$ cat src/rtl/ili_pkg.sv
`default_nettype none
// ----------------------------------------------------------------------------
// ili_pkg: shared types and constants for the indexed list block
// Opcodes, status codes, datapath actions and the command/status structs
// passed between the controller and the datapath.
// ----------------------------------------------------------------------------
package ili_pkg;

  // Default number of list entries
  localparam int DepthDef = 16;

  // Fixed field widths
  localparam int OpcodeW = 3;
  localparam int PosW    = 5;
  localparam int WordW   = 32;
  localparam int StatusW = 2;
  localparam int CountW  = 5;

  // Operation codes carried by an input item
  typedef enum logic [OpcodeW-1:0] {
    OP_PUSH   = 3'd0,
    OP_POP    = 3'd1,
    OP_GET    = 3'd2,
    OP_REMOVE = 3'd3,
    OP_INSERT = 3'd4
  } op_e;

  // Result status codes
  typedef enum logic [StatusW-1:0] {
    ST_OK    = 2'd0,
    ST_INDEX = 2'd1,
    ST_FULL  = 2'd2
  } status_e;

  // Action the datapath carries out on a transfer
  typedef enum logic [2:0] {
    ACT_NONE,
    ACT_PUSH,
    ACT_POP,
    ACT_GET,
    ACT_REMOVE,
    ACT_INSERT
  } act_e;

  // Output register state
  typedef enum logic {
    OUT_IDLE,
    OUT_HOLD
  } out_state_e;

  // Controller to datapath
  typedef struct packed {
    logic    exec;
    act_e    act;
    status_e status;
  } dp_cmd_t;

  // Datapath to controller
  typedef struct packed {
    logic full;
    logic empty;
    logic pos_below_fill;
    logic pos_le_fill;
  } dp_status_t;

endpackage
`default_nettype wire

$ cat src/rtl/ili_ctrl.sv
`default_nettype none
// ----------------------------------------------------------------------------
// ili_ctrl: controller for the indexed list
// Decodes the opcode against the list status into a datapath action and
// status code, and tracks whether the output register holds a result.
// ----------------------------------------------------------------------------
module ili_ctrl
  import ili_pkg::*;
(
  input  wire logic               clk_i,
  input  wire logic               rst_ni,
  input  wire logic               in_valid_i,
  output      logic               in_ready_o,
  input  wire logic [OpcodeW-1:0] opcode_i,
  output      logic               out_valid_o,
  input  wire logic               out_ready_i,
  input  wire dp_status_t         dp_status_i,
  output      dp_cmd_t            dp_cmd_o
);

  out_state_e state_q, state_d;
  logic       accept;

  // Output register state
  always_ff @(posedge clk_i or negedge rst_ni) begin
    if (!rst_ni) begin
      state_q <= OUT_IDLE;
    end else begin
      state_q <= state_d;
    end
  end

  // Next state
  always_comb begin
    state_d = state_q;
    unique case (state_q)
      OUT_IDLE: begin
        if (accept) state_d = OUT_HOLD;
      end
      OUT_HOLD: begin
        if (!accept && out_ready_i) state_d = OUT_IDLE;
      end
      default: state_d = OUT_IDLE;
    endcase
  end

  // Handshake outputs: a new item may enter as the held result leaves
  always_comb begin
    out_valid_o = (state_q == OUT_HOLD);
    in_ready_o  = (state_q == OUT_IDLE) || out_ready_i;
  end

  assign accept = in_valid_i && in_ready_o;

  // Opcode decode against list status
  always_comb begin
    dp_cmd_o.exec   = accept;
    dp_cmd_o.act    = ACT_NONE;
    dp_cmd_o.status = ST_OK;
    unique case (op_e'(opcode_i))
      OP_PUSH: begin
        if (dp_status_i.full) dp_cmd_o.status = ST_FULL;
        else                  dp_cmd_o.act    = ACT_PUSH;
      end
      OP_POP: begin
        if (dp_status_i.empty) dp_cmd_o.status = ST_INDEX;
        else                   dp_cmd_o.act    = ACT_POP;
      end
      OP_GET: begin
        if (!dp_status_i.pos_below_fill) dp_cmd_o.status = ST_INDEX;
        else                             dp_cmd_o.act    = ACT_GET;
      end
      OP_REMOVE: begin
        if (!dp_status_i.pos_below_fill) dp_cmd_o.status = ST_INDEX;
        else                             dp_cmd_o.act    = ACT_REMOVE;
      end
      OP_INSERT: begin
        // fullness wins over a bad index
        if (dp_status_i.full)              dp_cmd_o.status = ST_FULL;
        else if (!dp_status_i.pos_le_fill) dp_cmd_o.status = ST_INDEX;
        else                               dp_cmd_o.act    = ACT_INSERT;
      end
      default: dp_cmd_o.status = ST_INDEX;
    endcase
  end

endmodule
`default_nettype wire

$ cat src/rtl/ili_dp.sv
`default_nettype none
// ----------------------------------------------------------------------------
// ili_dp: datapath for the indexed list
// One register cell per entry with neighbor shifts, the fill counter, the
// read mux and the result registers.
// ----------------------------------------------------------------------------
module ili_dp
  import ili_pkg::*;
#(
  parameter int DEPTH = DepthDef
) (
  input  wire logic               clk_i,
  input  wire logic               rst_ni,
  input  wire logic [PosW-1:0]    position_i,
  input  wire logic [WordW-1:0]   word_in_i,
  input  wire dp_cmd_t            dp_cmd_i,
  output      dp_status_t         dp_status_o,
  output      logic [WordW-1:0]   word_out_o,
  output      logic [StatusW-1:0] status_o,
  output      logic [CountW-1:0]  count_o,
  output      logic               empty_flag_o
);

  localparam int IdxW = (DEPTH > 1) ? $clog2(DEPTH) : 1;
  localparam int CntW = $clog2(DEPTH + 1);
  localparam int CmpW = (CntW > PosW) ? CntW : PosW;

  logic [WordW-1:0] cells_q [DEPTH];
  logic [WordW-1:0] cells_d [DEPTH];
  logic [CntW-1:0]  fill_q, fill_d;
  logic [CmpW-1:0]  fill_x, pos_x;
  logic [IdxW-1:0]  rd_idx;
  logic [WordW-1:0] rd_word;
  logic [WordW-1:0] word_out_q;
  logic [StatusW-1:0] status_q;
  logic [CountW-1:0]  count_q;
  logic               empty_q;

  assign fill_x = CmpW'(fill_q);
  assign pos_x  = CmpW'(position_i);

  // Status toward the controller
  always_comb begin
    dp_status_o.full           = (fill_q == CntW'(DEPTH));
    dp_status_o.empty          = (fill_q == '0);
    dp_status_o.pos_below_fill = (pos_x < fill_x);
    dp_status_o.pos_le_fill    = (pos_x <= fill_x);
  end

  // Read address: last entry for pop, the position otherwise
  always_comb begin
    if (dp_cmd_i.act == ACT_POP) rd_idx = IdxW'(fill_x - CmpW'(1));
    else                         rd_idx = IdxW'(pos_x);
  end
  assign rd_word = cells_q[rd_idx];

  // Per-cell next value
  for (genvar i = 0; i < DEPTH; i++) begin : g_cell
    logic [WordW-1:0] lower_w, upper_w;
    logic [CmpW-1:0]  idx_x;

    assign idx_x = CmpW'(i);

    if (i > 0) begin : g_lower
      assign lower_w = cells_q[i-1];
    end else begin : g_no_lower
      assign lower_w = cells_q[i];
    end

    if (i < DEPTH - 1) begin : g_upper
      assign upper_w = cells_q[i+1];
    end else begin : g_no_upper
      assign upper_w = cells_q[i];
    end

    always_comb begin
      cells_d[i] = cells_q[i];
      if (dp_cmd_i.exec) begin
        case (dp_cmd_i.act)
          ACT_PUSH: begin
            if (idx_x == fill_x) cells_d[i] = word_in_i;
          end
          ACT_INSERT: begin
            // open a gap at the position, shifting the tail up by one
            if (idx_x == pos_x)                          cells_d[i] = word_in_i;
            else if (idx_x > pos_x && idx_x <= fill_x)   cells_d[i] = lower_w;
          end
          ACT_REMOVE: begin
            // close the gap, shifting the tail down by one
            if (idx_x >= pos_x && (idx_x + CmpW'(1)) < fill_x) cells_d[i] = upper_w;
          end
          default: cells_d[i] = cells_q[i];
        endcase
      end
    end
  end

  // Entry cells
  always_ff @(posedge clk_i) begin
    for (int k = 0; k < DEPTH; k++) begin
      cells_q[k] <= cells_d[k];
    end
  end

  // Fill count update
  always_comb begin
    fill_d = fill_q;
    if (dp_cmd_i.exec) begin
      case (dp_cmd_i.act)
        ACT_PUSH, ACT_INSERT: fill_d = fill_q + CntW'(1);
        ACT_POP, ACT_REMOVE:  fill_d = fill_q - CntW'(1);
        default:              fill_d = fill_q;
      endcase
    end
  end

  always_ff @(posedge clk_i or negedge rst_ni) begin
    if (!rst_ni) begin
      fill_q <= '0;
    end else begin
      fill_q <= fill_d;
    end
  end

  // Result registers, loaded on each input transfer
  always_ff @(posedge clk_i) begin
    if (dp_cmd_i.exec) begin
      case (dp_cmd_i.act)
        ACT_POP, ACT_GET, ACT_REMOVE: word_out_q <= rd_word;
        default:                      word_out_q <= '0;
      endcase
      status_q <= dp_cmd_i.status;
      count_q  <= CountW'(fill_d);
      empty_q  <= (fill_d == '0);
    end
  end

  assign word_out_o   = word_out_q;
  assign status_o     = status_q;
  assign count_o      = count_q;
  assign empty_flag_o = empty_q;

endmodule
`default_nettype wire

$ cat src/rtl/indexed_list_insert_delete_top.sv
`default_nettype none
// ----------------------------------------------------------------------------
// indexed_list_insert_delete_top: bounded ordered list with indexed access
// Push, pop, get, remove and insert on a list of up to DEPTH signed words.
// ----------------------------------------------------------------------------
// Every input transfer yields exactly one result, in the cycle after it is
// accepted. One item is taken per clock while results drain: each entry sits
// in its own register cell, so the shift that remove and insert need completes
// in the same cycle as the operation. Results sit in an output register; a new
// item is accepted whenever that register is empty or is being drained in the
// same cycle. Failed operations (pop when empty, get/remove at or past the
// end, insert past the end, opcodes 5 to 7) report an index error, and push or
// insert into a full list reports full; neither changes the list. count
// carries the low 5 bits of the entry count after the operation.
module indexed_list_insert_delete_top
  import ili_pkg::*;
#(
  parameter int DEPTH = DepthDef
) (
  input  wire logic               clk_i,
  input  wire logic               rst_ni,
  input  wire logic               in_valid_i,
  output      logic               in_ready_o,
  input  wire logic [OpcodeW-1:0] opcode_i,
  input  wire logic [PosW-1:0]    position_i,
  input  wire logic [WordW-1:0]   word_in_i,
  output      logic               out_valid_o,
  input  wire logic               out_ready_i,
  output      logic [WordW-1:0]   word_out_o,
  output      logic [StatusW-1:0] status_o,
  output      logic [CountW-1:0]  count_o,
  output      logic               empty_flag_o
);

  dp_cmd_t    dp_cmd;
  dp_status_t dp_status;

  // Controller
  ili_ctrl u_ctrl (
    .clk_i       (clk_i),
    .rst_ni      (rst_ni),
    .in_valid_i  (in_valid_i),
    .in_ready_o  (in_ready_o),
    .opcode_i    (opcode_i),
    .out_valid_o (out_valid_o),
    .out_ready_i (out_ready_i),
    .dp_status_i (dp_status),
    .dp_cmd_o    (dp_cmd)
  );

  // Datapath
  ili_dp #(
    .DEPTH (DEPTH)
  ) u_dp (
    .clk_i        (clk_i),
    .rst_ni       (rst_ni),
    .position_i   (position_i),
    .word_in_i    (word_in_i),
    .dp_cmd_i     (dp_cmd),
    .dp_status_o  (dp_status),
    .word_out_o   (word_out_o),
    .status_o     (status_o),
    .count_o      (count_o),
    .empty_flag_o (empty_flag_o)
  );

`ifndef NO_ASSERTIONS
  // An accepted item always shows a result in the next cycle
  a_result_follows: assert property (@(posedge clk_i) disable iff (!rst_ni)
    in_valid_i && in_ready_o |=> out_valid_o)
    else $error("no result after input transfer");

  // Failed operations return a zero word
  a_error_zero: assert property (@(posedge clk_i) disable iff (!rst_ni)
    out_valid_o && status_o != ST_OK |-> word_out_o == '0)
    else $error("nonzero word on failed operation");

  // A full report means the list is at capacity
  a_full_count: assert property (@(posedge clk_i) disable iff (!rst_ni)
    out_valid_o && status_o == ST_FULL |-> count_o == CountW'(DEPTH))
    else $error("full status with count below capacity");

  // Empty flag agrees with the count
  a_empty_count: assert property (@(posedge clk_i) disable iff (!rst_ni)
    out_valid_o && empty_flag_o |-> count_o == '0)
    else $error("empty flag with nonzero count");
`endif

endmodule
`default_nettype wire
$ cat config.mk
export PLATFORM = sky130hd
export DESIGN_NAME = indexed_list_insert_delete_top
export DESIGN_NICKNAME = d
export VERILOG_FILES = /design/src/rtl/ili_pkg.sv /design/src/rtl/ili_ctrl.sv /design/src/rtl/ili_dp.sv /design/src/rtl/indexed_list_insert_delete_top.sv
export SDC_FILE = /design/constraint.sdc
export NUM_CORES = 2
export LEC_CHECK = 0
export BUFFER_PORTS_ARGS = -buffer_cell sky130_fd_sc_hd__buf_2
export CAP_MARGIN = 40
export CORE_MARGIN = 5
export CORE_UTILIZATION = 61
export DETAILED_ROUTE_END_ITERATION = 16
export GPL_TIMING_DRIVEN = 0
export PLACE_DENSITY_LB_ADDON = 0.3
export RECOVER_POWER = 25
export SYNTH_ARGS = -nofsm -noshare
export SYNTH_HDL_FRONTEND = slang
export SYNTH_SLANG_ARGS = --single-unit
$ cat constraint.sdc
create_clock -name clk_i -period 9.8 [get_ports clk_i]
set_input_delay 0 -clock clk_i [delete_from_list [all_inputs] [get_ports clk_i]]
set_output_delay 0 -clock clk_i [all_outputs]
set_load 0.01 [all_outputs]
==> metrics.md <==
| Metric | Value |
|---|---|
| Outcome | finished, violations left |
| Failing checks | capacitance limit, slew limit |
| Pre-CTS setup slack | 5.01 ns |
| Slew Limit Headroom | -39.6% |
| Count of cells along the worst hold path | 5 |
| Cell area power density | 215 nW/um2 |
| First-iteration detailed-routing DRC count | 6990 |
| Area enclosed by the die boundary | 56000 um2 |
| Global-route wire length before repair | 195 mm |
| Total wirelength of the detailed-routed design | 139 mm |
| CTS Sinks | 558 |
| Setup-violating endpoint count in the final report | 0 |
| Final worst-path setup slack | 3.06 ns |
| Cells after synthesis | 3132 |
| Area of the core | 51100 um2 |
| Via density per instance | 7.42 |
| Synth Flop Type | sky130_fd_sc_hd__edfxtp_1 |
| CP Max Fanout | 30 |
| Number of maximum-capacitance violations | 5 |
| Clock root buffer master | sky130_fd_sc_hd__clkbuf_16 |
| Global Route Usage Sum | 47.3% |
| Area post-placement | 33500 um2 |
| Number of enable flip-flop cells after synthesis | 552 |
| Initial core utilization | 61.3% |
| Clock transition at path regs | 0.06 ns |
| Area added between synthesis and finish | 13.7% |
| Total nets after synthesis | 3186 |
| Finished Layout Cells | 4127 |
| Sequential element share of the synthesized area | 53.4% |
| Routed via count | 30600 |
| Worst R2R Start | u_ctrl.out_valid_o$_DFF_PN0_ |
| Setup repair after global routing missed its margin | no |
| Power consumption | 7.67 mW |
| DRC violations left | 0 |
| Fmax | 148 MHz |
| Chip width | 237 um |
| First-pass iteration count of the detailed router | 16 |
| Number of antenna violations at the first check in global routing | 0 |
| Ant diodes | 0 |
| Minimum hold slack | 0.136 ns |
| Lkg Pwr | 14.5 nW |
| Avg WL per Cell | 33.6 um |
| Mean cell area of the mapped netlist | 10.0 um2 |
| Min-Delay Startpoint | opcode_i[1] |
| Placed Cells | 3972 |
| Congestion Overflow GR | 0 |
| RePlAce Congestion | 1.07 |
| Fraction of the cycle the final worst path needs | 68.8% |
| Share of post-route cells with drive strength above 1 | 11.6% |
| Portion of synthesized cell area occupied by the leading cell type | 52.9% |
| Critical path launch point | u_ctrl.out_valid_o$_DFF_PN0_ |
| Worst r2r path cells | 11 |
| Async set-reset flop share out of synthesis | 1.08% |
| Inserted Clock Buffers | 60 |
| Endpoint of the worst hold-timing path | u_dp.fill_q[0]$_DFF_PN0_ |
| FF-to-FF setup slack | 3.06 ns |
| Antenna viol nets, final | 0 |
| Final-stage net count | 3450 |
| Number of rows created at floorplan | 83 |
| Vertical die dimension | 237 um |
| Setup Skew | 0.0271 ns |
| Total standard cell area after synthesis | 31300 um2 |
| Number of storage elements in the synthesis netlist | 558 |
| Setup CP Type | flop to flop |
| Fin area | 35600 um2 |
| Critical Path End Type | flop |
| Endpoint required time on the critical path | 10.15 ns |
| Kind of launch point of the worst setup path | flop |
| Count of instances resized after the clock tree is built | 0 |
| Final hold vios | 0 |
| Final Max Tran Viols | 64 |
| Crit path DAT | 7.10 ns |
| Ys Warns | 0 |
| Final sum of negative setup slack | 0 ns |
| CTS tree | built |
| Vias in the first global route | 28200 |
| Pin count of the biggest net entering global routing | 31 |
| H-tree levels | 2 |
| Post-synth cell types | 78 |
| Number of primary I/O pins | 86 |
| Commonest cells post-synth | 900 x sky130_fd_sc_hd__nand2_1, 552 x sky130_fd_sc_hd__edfxtp_1, 232 x sky130_fd_sc_hd__nand3_1 |
| Max clock buf depth | 3 |
| Port-buffer cells | 85 |
| Reg2reg end | u_dp.cells_q[7][16]$_DFFE_PP_ |
| Util after Layout | 69.7% |
| Worst skew pair latency | 0.67 ns |
| Post-layout min period | 6.74 ns |
| Hold buffer count at cts | 41 |
| Leading cell types by total area after synthesis | sky130_fd_sc_hd__edfxtp_1 53%, sky130_fd_sc_hd__nand2_1 11%, sky130_fd_sc_hd__a22o_1 6.3% |
| HPWL after detailed placement | 106 mm |
| Most repeated cell in the gate-level netlist after synthesis | sky130_fd_sc_hd__nand2_1 |
| Number of buffers added for setup after CTS | 0 |
| Worst hold path type | input pin to flop |
| Cell type with the largest total area after synthesis | sky130_fd_sc_hd__edfxtp_1 |
| Worst-margin pin slew | 2.04 ns |
| Maximum VDD drop | 0.184 mV |
-- worst max path at each step --
stage                                           to  depth (start not counted)
CTS                  u_dp.cells_q[5][18]$_DFFE_PP_                         16
global placement    u_dp.cells_q[11][17]$_DFFE_PP_                          9
floorplan             u_dp.cells_q[3][0]$_DFFE_PP_                         10
finish               u_dp.cells_q[7][16]$_DFFE_PP_                         11
global route         u_dp.cells_q[7][15]$_DFFE_PP_                         11
detailed placement   u_dp.cells_q[5][14]$_DFFE_PP_                         16
-- final cells by class --
type	instances	area (um2)
fill	3852	15500
clock inverter	31	295
tap	680	851
buffer	294	1370
inverter	104	392
sequential	558	16700
timing repair buffer	202	1510
clock buffer	82	1620
multi-input combinational	2176	12800
-- layer usage --
metal	part of all wire, %	global-route usage [%]	wire (um)
met3	19	18.5	26600
met2	40	66.1	55600
met1	33	62.7	45800
met5	0.012	0	17
met4	7.6	27.6	10500
-- cell usage in the layout (no fill, tap or decap), types with 5 or more instances in the layout --
master and n:
sky130_fd_sc_hd__nand2_1 900, sky130_fd_sc_hd__edfxtp_1 552, sky130_fd_sc_hd__nand3_1 232, sky130_fd_sc_hd__a22o_1 225
sky130_fd_sc_hd__a21o_1 225, sky130_fd_sc_hd__clkbuf_1 218, sky130_fd_sc_hd__buf_2 181, sky130_fd_sc_hd__a22oi_1 130
sky130_fd_sc_hd__inv_1 102, sky130_fd_sc_hd__a222oi_1 96, sky130_fd_sc_hd__nand4_1 64, sky130_fd_sc_hd__clkbuf_16 60
sky130_fd_sc_hd__a31oi_1 44, sky130_fd_sc_hd__dlygate4sd3_1 41, sky130_fd_sc_hd__o21ai_1 35, sky130_fd_sc_hd__mux2_2 30
sky130_fd_sc_hd__buf_4 27, sky130_fd_sc_hd__a21oi_1 27, sky130_fd_sc_hd__o21ai_0 25, sky130_fd_sc_hd__buf_6 22
sky130_fd_sc_hd__buf_8 20, sky130_fd_sc_hd__nor2_1 18, sky130_fd_sc_hd__clkinv_1 12, sky130_fd_sc_hd__o22ai_1 11
sky130_fd_sc_hd__clkinv_2 11, sky130_fd_sc_hd__ha_1 10, sky130_fd_sc_hd__nor3_1 8, sky130_fd_sc_hd__and3_1 7
sky130_fd_sc_hd__a21oi_2 7, sky130_fd_sc_hd__nand2b_1 6, sky130_fd_sc_hd__dfrtp_1 6, sky130_fd_sc_hd__nor2b_1 5
sky130_fd_sc_hd__xnor2_1 5, sky130_fd_sc_hd__bufinv_16 5
-- where the power goes --
group | internal [mW] | switching (mW) | total (mW)
Sequential | 2.93 | 0.163 | 3.10
Combinational | 0.692 | 1.57 | 2.26
Clock | 1.29 | 1.02 | 2.31
Total | 4.91 | 2.75 | 7.67
-- worst max-delay path: stages, from the launching register on --
cell                         delay, ns
sky130_fd_sc_hd__dfrtp_1          0.40
sky130_fd_sc_hd__nand2b_1         0.14
sky130_fd_sc_hd__nand2_1          0.24
sky130_fd_sc_hd__clkinvlp_2       0.75
sky130_fd_sc_hd__clkbuf_1         1.49
sky130_fd_sc_hd__o21ai_0          0.27
sky130_fd_sc_hd__clkbuf_1         0.36
sky130_fd_sc_hd__a2111oi_0        1.63
sky130_fd_sc_hd__buf_4            0.39
sky130_fd_sc_hd__buf_2            0.24
sky130_fd_sc_hd__buf_2            0.26
sky130_fd_sc_hd__buf_2            0.25
-- state kept, by name, summed over array words and instances, names as in the netlist --
register            cells
u_dp.status_o           2
u_ctrl.out_valid_o      1
u_dp.count_o            5
u_dp.word_out_o        32
u_dp.fill_q             5
u_dp.cells_q          512
u_dp.empty_flag_o       1
-- cells by family (layout without fill, tap and decap cells) --
| logic type | Yosys count | in the layout | synth area share [%] |
|---|---|---|---|
| and+or+nand+nor | 1263 | 1263 | 17.1 |
| xor gates and xnor gates | 6 | 6 | 0.168 |
| DFF | 558 | 558 | 53.4 |
| muxes | 34 | 34 | 1.27 |
| AOI/OAI and AO/OA | 863 | 863 | 21.9 |
| buffers and inverters | 398 | 713 | 5.71 |
| adders and majority gates | 10 | 10 | 0.400 |
No activity file was read; power rests on OpenSTA's default activity.
